==> src/hdl/lru_replacer_top_assert.svh <==
// Assertion macros shared by the LRU replacement list modules.
`ifndef LRU_REPLACER_TOP_ASSERT_SVH
`define LRU_REPLACER_TOP_ASSERT_SVH

// Condition that holds at every clock edge outside reset.
`define LRU_ASSERT_ALWAYS(lbl, clk, rst_n, expr) \
  lbl: assert property (@(posedge clk) disable iff (!rst_n) (expr)) \
    else $error("LRU replacer assertion failed");

// Same-cycle implication.
`define LRU_ASSERT_IMPL(lbl, clk, rst_n, ante, cons) \
  lbl: assert property (@(posedge clk) disable iff (!rst_n) (ante) |-> (cons)) \
    else $error("LRU replacer assertion failed");

// Next-cycle implication.
`define LRU_ASSERT_NEXT(lbl, clk, rst_n, ante, cons) \
  lbl: assert property (@(posedge clk) disable iff (!rst_n) (ante) |=> (cons)) \
    else $error("LRU replacer assertion failed");

`endif

==> src/hdl/lru_rep_pkg.sv <==
// Shared types and constants of the LRU replacement list.
package lru_rep_pkg;

  localparam int DEPTH_DEF    = 16;
  localparam int KEY_BITS_DEF = 16;

  localparam int CMD_W       = 2;
  localparam int KEY_FIELD_W = 16;
  localparam int IN_TDATA_W  = 24;

  localparam logic [CMD_W-1:0] CMD_INSERT = 2'd0;
  localparam logic [CMD_W-1:0] CMD_VICTIM = 2'd1;
  localparam logic [CMD_W-1:0] CMD_ERASE  = 2'd2;

  typedef struct packed {
    logic capture;
    logic apply;
  } lru_rep_cmd_t;

endpackage

==> src/hdl/lru_replacer_top.sv <==
// Top level of the LRU replacement list: stream ports, controller and datapath.
// The key of each command is compared against all held entries as it is accepted, and
// the list update and result are written in the update state after it; a stalled result
// holds the update state until the output register frees up. A new command is accepted
// only once the previous one has been written.
// Synchronous active-low reset empties the list and clears the handshake state.
module lru_replacer_top #(
  parameter  int DEPTH     = lru_rep_pkg::DEPTH_DEF,
  parameter  int KEY_BITS  = lru_rep_pkg::KEY_BITS_DEF,
  localparam int CntW      = $clog2(DEPTH + 1),
  localparam int OutBits   = 2 * 1 + lru_rep_pkg::KEY_FIELD_W + CntW,
  localparam int OutTdataW = ((OutBits + 7) / 8) * 8
) (
  input  logic                               clk,
  input  logic                               rst_n,
  input  logic                               in_tvalid,
  output logic                               in_tready,
  // cmd [1:0], key [17:2], zero fill above.
  input  logic [lru_rep_pkg::IN_TDATA_W-1:0] in_tdata,
  output logic                               out_tvalid,
  input  logic                               out_tready,
  // victim_key [15:0], ok [16], full_refused [17], count above, zero fill above.
  output logic [OutTdataW-1:0]               out_tdata
);

  lru_rep_pkg::lru_rep_cmd_t               cmd;
  logic [lru_rep_pkg::KEY_FIELD_W-1:0]     victim_key;
  logic                                    ok;
  logic                                    full_refused;
  logic [CntW-1:0]                         count;

  lru_rep_ctrl u_ctrl (
    .clk        (clk),
    .rst_n      (rst_n),
    .in_tvalid  (in_tvalid),
    .in_tready  (in_tready),
    .out_tvalid (out_tvalid),
    .out_tready (out_tready),
    .cmd        (cmd)
  );

  lru_rep_dp #(
    .DEPTH    (DEPTH),
    .KEY_BITS (KEY_BITS)
  ) u_dp (
    .clk          (clk),
    .rst_n        (rst_n),
    .cmd          (cmd),
    .in_cmd       (in_tdata[lru_rep_pkg::CMD_W-1:0]),
    .in_key       (in_tdata[lru_rep_pkg::CMD_W +: lru_rep_pkg::KEY_FIELD_W]),
    .victim_key   (victim_key),
    .ok           (ok),
    .full_refused (full_refused),
    .count        (count)
  );

  always_comb begin
    out_tdata              = '0;
    out_tdata[OutBits-1:0] = {count, full_refused, ok, victim_key};
  end

endmodule

==> src/hdl/lru_rep_ctrl.sv <==
// Controller state machine of the LRU replacement list.
`include "lru_replacer_top_assert.svh"

module lru_rep_ctrl (
  input  logic                      clk,
  input  logic                      rst_n,
  input  logic                      in_tvalid,
  output logic                      in_tready,
  output logic                      out_tvalid,
  input  logic                      out_tready,
  output lru_rep_pkg::lru_rep_cmd_t cmd
);

  typedef enum logic [1:0] {
    ST_IDLE  = 2'b01,
    ST_APPLY = 2'b10
  } state_t;

  state_t state_r, state_nxt;
  logic   out_valid_r, out_valid_nxt;
  logic   slot_free;

  assign in_tready   = (state_r == ST_IDLE);
  assign out_tvalid  = out_valid_r;
  assign slot_free   = !out_valid_r || out_tready;
  assign cmd.capture = in_tvalid && in_tready;
  assign cmd.apply   = (state_r == ST_APPLY) && slot_free;

  always_comb begin
    state_nxt = state_r;
    unique case (state_r)
      ST_IDLE: begin
        if (cmd.capture) state_nxt = ST_APPLY;
      end
      ST_APPLY: begin
        if (slot_free) state_nxt = ST_IDLE;
      end
      default: state_nxt = ST_IDLE;
    endcase
  end

  always_comb begin
    out_valid_nxt = out_valid_r;
    if (cmd.apply) begin
      out_valid_nxt = 1'b1;
    end else if (out_tready) begin
      out_valid_nxt = 1'b0;
    end
  end

  always_ff @(posedge clk) begin
    if (!rst_n) begin
      state_r     <= ST_IDLE;
      out_valid_r <= 1'b0;
    end else begin
      state_r     <= state_nxt;
      out_valid_r <= out_valid_nxt;
    end
  end

  `LRU_ASSERT_IMPL(a_rise_after_apply, clk, rst_n, $rose(out_valid_r), $past(state_r == ST_APPLY))
  `LRU_ASSERT_IMPL(a_apply_from_state, clk, rst_n, cmd.apply, !in_tready)

endmodule

==> src/hdl/lru_rep_dp.sv <==
// Datapath of the LRU replacement list: ordered key cells, compare-all match and result register.
`include "lru_replacer_top_assert.svh"

module lru_rep_dp #(
  parameter  int DEPTH    = lru_rep_pkg::DEPTH_DEF,
  parameter  int KEY_BITS = lru_rep_pkg::KEY_BITS_DEF,
  localparam int CntW     = $clog2(DEPTH + 1)
) (
  input  logic                                   clk,
  input  logic                                   rst_n,
  input  lru_rep_pkg::lru_rep_cmd_t              cmd,
  input  logic [lru_rep_pkg::CMD_W-1:0]          in_cmd,
  input  logic [lru_rep_pkg::KEY_FIELD_W-1:0]    in_key,
  output logic [lru_rep_pkg::KEY_FIELD_W-1:0]    victim_key,
  output logic                                   ok,
  output logic                                   full_refused,
  output logic [CntW-1:0]                        count
);

  localparam int IdxW = $clog2(DEPTH);

  logic [KEY_BITS-1:0]           key_ext;
  logic [KEY_BITS-1:0]           list_r   [DEPTH];
  logic [KEY_BITS-1:0]           list_nxt [DEPTH];
  logic [CntW-1:0]               count_r, count_nxt;
  logic [lru_rep_pkg::CMD_W-1:0] op_r;
  logic [KEY_BITS-1:0]           key_r;
  logic [DEPTH-1:0]              match_r;
  logic [DEPTH-1:0]              at_or_after;
  logic [DEPTH-1:0]              low_mask;
  logic                          hit;
  logic                          full;
  logic [CntW-1:0]               cnt_m1;
  logic [IdxW-1:0]               tail_idx;
  logic [KEY_BITS-1:0]           victim_nxt, victim_r;
  logic                          ok_nxt, ok_r;
  logic                          refused_nxt, refused_r;

  for (genvar g = 0; g < KEY_BITS; g++) begin : g_key_in
    if (g < lru_rep_pkg::KEY_FIELD_W) begin : g_bit
      assign key_ext[g] = in_key[g];
    end else begin : g_zero
      assign key_ext[g] = 1'b0;
    end
  end

  for (genvar g = 0; g < lru_rep_pkg::KEY_FIELD_W; g++) begin : g_key_out
    if (g < KEY_BITS) begin : g_bit
      assign victim_key[g] = victim_r[g];
    end else begin : g_zero
      assign victim_key[g] = 1'b0;
    end
  end

  assign ok           = ok_r;
  assign full_refused = refused_r;
  assign count        = count_r;

  assign hit      = |match_r;
  assign full     = (count_r == CntW'(DEPTH));
  assign cnt_m1   = count_r - 1'b1;
  assign tail_idx = cnt_m1[IdxW-1:0];

  always_comb begin
    for (int i = 0; i < DEPTH; i++) begin
      low_mask = '0;
      for (int j = 0; j <= i; j++) begin
        low_mask[j] = 1'b1;
      end
      at_or_after[i] = |(match_r & low_mask);
    end
  end

  always_comb begin
    list_nxt    = list_r;
    count_nxt   = count_r;
    victim_nxt  = '0;
    ok_nxt      = 1'b0;
    refused_nxt = 1'b0;
    unique case (op_r)
      lru_rep_pkg::CMD_INSERT: begin
        if (hit || !full) begin
          list_nxt[0] = key_r;
          for (int i = 1; i < DEPTH; i++) begin
            if (!at_or_after[i-1]) list_nxt[i] = list_r[i-1];
          end
          if (!hit) count_nxt = count_r + 1'b1;
          ok_nxt = 1'b1;
        end else begin
          refused_nxt = 1'b1;
        end
      end
      lru_rep_pkg::CMD_VICTIM: begin
        if (count_r != '0) begin
          victim_nxt = list_r[tail_idx];
          count_nxt  = cnt_m1;
          ok_nxt     = 1'b1;
        end
      end
      lru_rep_pkg::CMD_ERASE: begin
        if (hit) begin
          for (int i = 0; i < DEPTH - 1; i++) begin
            if (at_or_after[i]) list_nxt[i] = list_r[i+1];
          end
          count_nxt = cnt_m1;
          ok_nxt    = 1'b1;
        end
      end
      default: begin
      end
    endcase
  end

  always_ff @(posedge clk) begin
    if (cmd.capture) begin
      op_r  <= in_cmd;
      key_r <= key_ext;
      for (int i = 0; i < DEPTH; i++) begin
        match_r[i] <= (CntW'(i) < count_r) && (list_r[i] == key_ext);
      end
    end
    if (cmd.apply) begin
      list_r    <= list_nxt;
      victim_r  <= victim_nxt;
      ok_r      <= ok_nxt;
      refused_r <= refused_nxt;
    end
  end

  always_ff @(posedge clk) begin
    if (!rst_n) begin
      count_r <= '0;
    end else if (cmd.apply) begin
      count_r <= count_nxt;
    end
  end

  `LRU_ASSERT_ALWAYS(a_count_bound, clk, rst_n, count_r <= CntW'(DEPTH))
  `LRU_ASSERT_IMPL(a_keys_distinct, clk, rst_n, cmd.apply, $onehot0(match_r))
  `LRU_ASSERT_NEXT(a_count_hold, clk, rst_n, !cmd.apply, $stable(count_r))

endmodule
==> config.mk <==
export PLATFORM = sky130hd
export DESIGN_NAME = lru_replacer_top
export DESIGN_NICKNAME = d
export VERILOG_FILES = /design/src/hdl/lru_rep_pkg.sv /design/src/hdl/lru_replacer_top.sv /design/src/hdl/lru_rep_ctrl.sv /design/src/hdl/lru_rep_dp.sv
export VERILOG_INCLUDE_DIRS = /design/src /design/src/hdl
export SDC_FILE = /design/constraint.sdc
export NUM_CORES = 1
export LEC_CHECK = 0
export CAP_MARGIN = 30
export CORE_MARGIN = 5
export CORE_UTILIZATION = 55
export CTS_BUF_LIST = sky130_fd_sc_hd__clkbuf_4
export DETAILED_ROUTE_END_ITERATION = 10
export DONT_BUFFER_PORTS = 1
export PLACE_DENSITY = 0.75
export SLEW_MARGIN = 15
export SYNTH_ARGS = -nofsm -noshare
export SYNTH_HDL_FRONTEND = slang
export SYNTH_SLANG_ARGS = --single-unit
==> constraint.sdc <==
create_clock -name clk -period 22.2 [get_ports clk]
set_input_delay 5.55 -clock clk [delete_from_list [all_inputs] [get_ports clk]]
set_output_delay 5.55 -clock clk [all_outputs]
set_load 0.05 [all_outputs]
# [Word level (Yosys, flattened, before mapping)]
# Cells that the tools add are included.
[totals] regBits=316 latchBits=0 ramBits=0 romBits=0 word_cells=155 n_memories=0
[classes] add_sub_neg=2 n_mul=0 div=0 magnitude_cmp=17 eq_ne=27 shifts=0 mux=36 bitwise_logic=1 reduce_logical=47
[ops] operator="one-hot mux 240 bit (2 select lines)" n=1
[ops] operator="2-to-1 mux 16 bit" n=17
[ops] operator="equality test 16 bit" n=16
[ops] operator="2-to-1 mux 256 bit" n=1
[ops] operator="2-to-1 mux 240 bit" n=1
[ops] operator="binary-select mux 16 bit (select 4 bit)" n=1
[ops] operator="< comparator 4 x 5 -> 1 bit, first input constant" n=8
[ops] operator="< comparator 3 x 5 -> 1 bit, first input constant" n=4
[ops] operator="2-to-1 mux 5 bit" n=4
[ops] operator="logical AND 1 bit" n=18
[ops] operator="OR reduction 16 bit" n=1
[ops] operator="one-hot mux 5 bit (3 select lines)" n=1
[ops] operator="OR reduction 15 bit" n=1
[ops] operator="OR reduction 14 bit" n=1
[ops] operator="OR reduction 13 bit" n=1
[ops] operator="OR reduction 12 bit" n=1
[ops] operator="OR reduction 11 bit" n=1
[ops] operator="< comparator 1 x 5 -> 1 bit, first input constant" n=2
[ops] operator="< comparator 2 x 5 -> 1 bit, first input constant" n=2
[ops] operator="OR reduction 10 bit" n=1
[ops] operator="OR reduction 9 bit" n=1
[ops] operator="inequality test 2 x 1 -> 1 bit, second input constant" n=4
[ops] operator="OR reduction 8 bit" n=1
[ops] operator="OR reduction 7 bit" n=1
[ops] operator="27 further kinds" n=40

# [Longest topological paths before layout]
[depth] depth_word=5 ltp_mapped=11 depth_no_buf=7

# [Hierarchy]
# From an unflattened synthesis, not the netlist that was laid out.
[hier_totals] cells_unflattened=1656 hier_area_um2=20119.3
[by_module_without_submodules] module="lru_rep_dp" n_inst=1 cells_each=1639 area_per_inst_um2=19959.1 seq_area_each_um2=9349.0
[by_module_without_submodules] module="lru_rep_ctrl" n_inst=1 cells_each=13 area_per_inst_um2=133.9 seq_area_each_um2=60.1
[by_module_without_submodules] module="lru_replacer_top" n_inst=1 cells_each=4 area_per_inst_um2=26.3 seq_area_each_um2=0.0

# [Least setup slack after synthesis]
# No wires, ideal clock.
[synth_timing] kind="input -> register" startpoint="input port out_tready" endpoint="register u_dp.list_r[100] in the netlist's numbering (enable)" t_arrival_ps=18589 t_required_ps=21280 slack_ps=2691 path_stages=4 cell_sequence="nand2b_1 nor2b_1 o31ai_1 a21oi_1"
[synth_lines] element="start: declaration" line_no="lru_replacer_top.sv:21" rtl="input logic out_tready,"
[synth_lines] element="end signal: assignment" line_no="lru_rep_dp.sv:123" rtl="list_r <= list_nxt;"
[synth_lines] element="end: declaration" line_no="lru_rep_dp.sv:23" rtl="logic [KEY_BITS-1:0] list_r [DEPTH];"

==> impl_metrics.json <==
{
  "routedWlPerCell_um": 29.9,
  "drive_above_1_share_pct": 18.3,
  "worst_path_largest_cell_delay_ps": 480,
  "cts_root_buffer": "clkbuf_4",
  "vias_per_cell": 7.21,
  "ys_seq_elements": 316,
  "relSlewSlack_pct": 33.6,
  "placed_cells": 2028,
  "cp-end-kind": "flip-flop",
  "status": "completed",
  "track_usage_pct": 31.3,
  "multi_input_area_mm2": 0.0100,
  "fp-row-count": 69,
  "insertion_delay_ps": 770,
  "timing.hold.ws_ps": 574,
  "synth_top_family_by_area": "multiplexers",
  "instances_no_fill": 2185,
  "comb_power_share_pct": 9.1,
  "p_sw_mw": 0.337,
  "tightestPinTransition_ps": 995,
  "grt_pass1_vias": 15333,
  "grt_pass1_wl_um": 96800,
  "worst_setup_path_start_kind": "input pin",
  "final.fill_count": 2869,
  "gp_congestion": 0.964,
  "synthSimpleGateAreaFrac_pct": 8.02,
  "clk_pin_slew_worst_paths_ps": 60,
  "synth_xor_area_share_pct": 11.4,
  "ctsResizeCount": 0,
  "numCtsBuffers": 86,
  "first_pass_iters": 7,
  "peakVddDrop_v": 0.0000566,
  "grt-busiest-layer": "met2",
  "yosysTopAreaCell": "edfxtp_1",
  "synth_area_mm2": 0.0200,
  "drt_iter0_drc": 2371,
  "power_density_mw_per_mm2": 61.7,
  "report.final.slew_viol_count": 0,
  "cts.sinks": 316,
  "finalSetupViolCount": 0,
  "met1_usage_pct": 41.4,
  "ctsHoldBuffers": 0,
  "synth.distinct_cells": 53,
  "totalWireLength_um": 65400,
  "synthCells": 1681,
  "final_net_count": 1697,
  "p_int_mw": 1.00,
  "fin_crit_sh_pct": 36.3,
  "syn_avg_cell_area_um2": 11.9,
  "crit_required_ps": 22610,
  "seqPwrFrac_pct": 50.4,
  "num_vias": 15754,
  "die_x_um": 201,
  "synthAdderAreaFrac_pct": 0.500,
  "cap_viol_max_count": 0,
  "seq_area_mm2": 0.00941,
  "critPathKind": "input pin to flip-flop",
  "yosysSeqAreaShare_pct": 47.0,
  "crit_fanout": 58,
  "critPathMostFrequentCell": "buf_4",
  "synth_top_area_share_pct": 46.2,
  "place_hpwl_um": 42700,
  "chipHeight_um": 201,
  "antenna_found_initial": 7,
  "hp-class": "flip-flop to flip-flop",
  "use_met3_pct": 8.74,
  "crit_chain": "nand2b_1, nor2b_2, buf_4, o31ai_1, buf_4, a21oi_4, buf_4, buf_16, buf_4, buf_12",
  "synth_enable_flop_cells": 308,
  "synthArstFlopShare_pct": 0,
  "synth.area.top_cells": "edfxtp_1, mux2i_1, mux4_2",
  "portBuffers": 0,
  "gr-total-overflow": 0,
  "cp_num_buf_inv": 6,
  "hold_violations": 0,
  "critPathArrivalTime_ps": 8460,
  "area_growth_pct": 8.39,
  "stdcell_area_mm2": 0.0217,
  "ys_dominant_reg_cell": "edfxtp_1",
  "initial_core_util_pct": 56.0,
  "post_cts_buffers": 0,
  "clock_skew_ps": 40.0,
  "use_met2_pct": 47.0,
  "route.detailed.drc": 0,
  "core_mm2": 0.0357,
  "placed_area_mm2": 0.0204,
  "final.setup.tns_ps": 0,
  "leakagePower_nw": 7.65,
  "worst_path_max_delay_cell": "buf_4",
  "die-area_mm2": 0.0403,
  "io_pins": 54,
  "grt_max_degree": 98,
  "synth_compound_area_share_pct": 9.97,
  "yosysWarnings": 0,
  "fmax_ghz": 0.124,
  "cts_tree": "yes",
  "p_sw_share_pct": 25.2,
  "cp_top_family": "buffers and inverters",
  "utilization_pct": 60.7,
  "fin_crit_ps": 8050,
  "rsz0062_at_grt": "no",
  "p_clk_share_pct": 40.5,
  "clockBufferDepth": 3,
  "htree_num_levels": 3,
  "synthesis.nets": 1717,
  "ant_nets": 0,
  "synth.area.mux_share_pct": 19.8
}
==> cell families (layout without fill, tap and decap cells) <==
family | after synthesis | in the layout
AO/OA/AOI/OAI | 324 | 324
XOR/XNOR | 260 | 260
adder cells (fa/ha/maj) | 8 | 8
buffers and inverters | 157 | 199
flip-flops | 316 | 316
multiplexers | 306 | 306
other | 1 | 2
AND/OR/NAND/NOR | 309 | 309
==> synthesized netlist by cell type (6+ instances only) <==
cell       number
a21oi_1        74
a311o_1        16
and3_1         18
buf_1          14
buf_2          31
clkbuf_1      100
dfxtp_1         8
edfxtp_1      308
ha_1            8
inv_1           6
mux2_2         39
mux2_4         10
mux2i_1       193
mux4_2         64
nand2_1       127
nand3_1        23
nand3b_1       16
nand4_1        32
nor2_1         16
nor3_1          8
nor4_1         42
o21ai_0        56
o22ai_1       144
o2bb2ai_1      16
xnor2_1       112
xor2_1        148
==> routing by layer <==
layer	share of wire (%)	wire [um]	vias to the layer above
li1	-	-	6494
met1	36	23700	7702
met2	44	29000	1279
met3	13	8380	275
met4	6.5	4270	4
met5	0.032	21	-
==> registers in the layout, indices dropped and copies added, names as in the netlist <==
name / flops
u_dp.list_r: 256
u_dp.key_r: 16
u_dp.match_r: 16
u_dp.victim_key: 16
u_dp.count: 5
u_ctrl.state_r: 2
u_dp.op_r: 2
u_ctrl.out_tvalid: 1
u_dp.full_refused: 1
u_dp.ok: 1
==> path summary, 6_finish.rpt <==
check | from | to | slack, ps | cells past startpoint
setup / recovery | out_tready | u_dp.list_r[104]$_DFFE_PP_ | 14150 | 10
setup reg to reg | u_dp.count[0]$_SDFFE_PN0P_ | u_dp.list_r[104]$_DFFE_PP_ | 17470 | 13
hold reg to reg | u_ctrl.state_r[1]$_SDFFE_PN0P_ | u_ctrl.out_tvalid$_SDFFE_PN0P_ | 570 | 2
hold / removal | u_ctrl.state_r[1]$_SDFFE_PN0P_ | u_ctrl.out_tvalid$_SDFFE_PN0P_ | 570 | 2
==> cells in the final DEF (no fill, tap or decap), drive strengths merged, types with 33 or more instances in the layout <==
cell type	synthesis	layout
nor4	44	44
buf	50	42
xor2	148	148
mux2	49	49
mux4	64	64
mux2i	193	193
o21ai	56	56
nand2	128	128
clkbuf	100	123
nand4	33	33
xnor2	112	112
edfxtp	308	308
o22ai	144	144
a21oi	74	74
==> final cells by class <==
class | count | area share [%]
antenna | 1 | 0.0115
clock buffer | 123 | 4.26
clock inverter | 27 | 0.860
inverter | 7 | 0.133
multi-input combinational | 1208 | 46.4
sequential | 316 | 43.4
tap | 461 | 2.66
timing repair buffer | 42 | 2.30
==> worst min-delay path: cells and delay by family, from the launching register on <==
family             cells  cell delay [ps]
DFF                    1              310
and+or+nand+nor        1              120
AOI/OAI and AO/OA      1               90
==> power by group through the flow <==
stage                     Clock [mW]  Combinational [mW]  Sequential [mW]
after floorplan                    0              0.0944            0.686
after global placement             0               0.111            0.687
after detailed placement           0               0.116            0.687
after CTS                      0.550               0.117            0.674
after global routing           0.582               0.128            0.675
final                          0.542               0.121            0.675
==> through the flow <==
step	power (mW)	setup WS, ps
floorplan	0.781	2690
global placement	0.798	12560
detailed placement	0.804	12730
CTS	1.34	13520
global route	1.38	14030
finish	1.34	14150
Power figures use the tool's default switching activity.
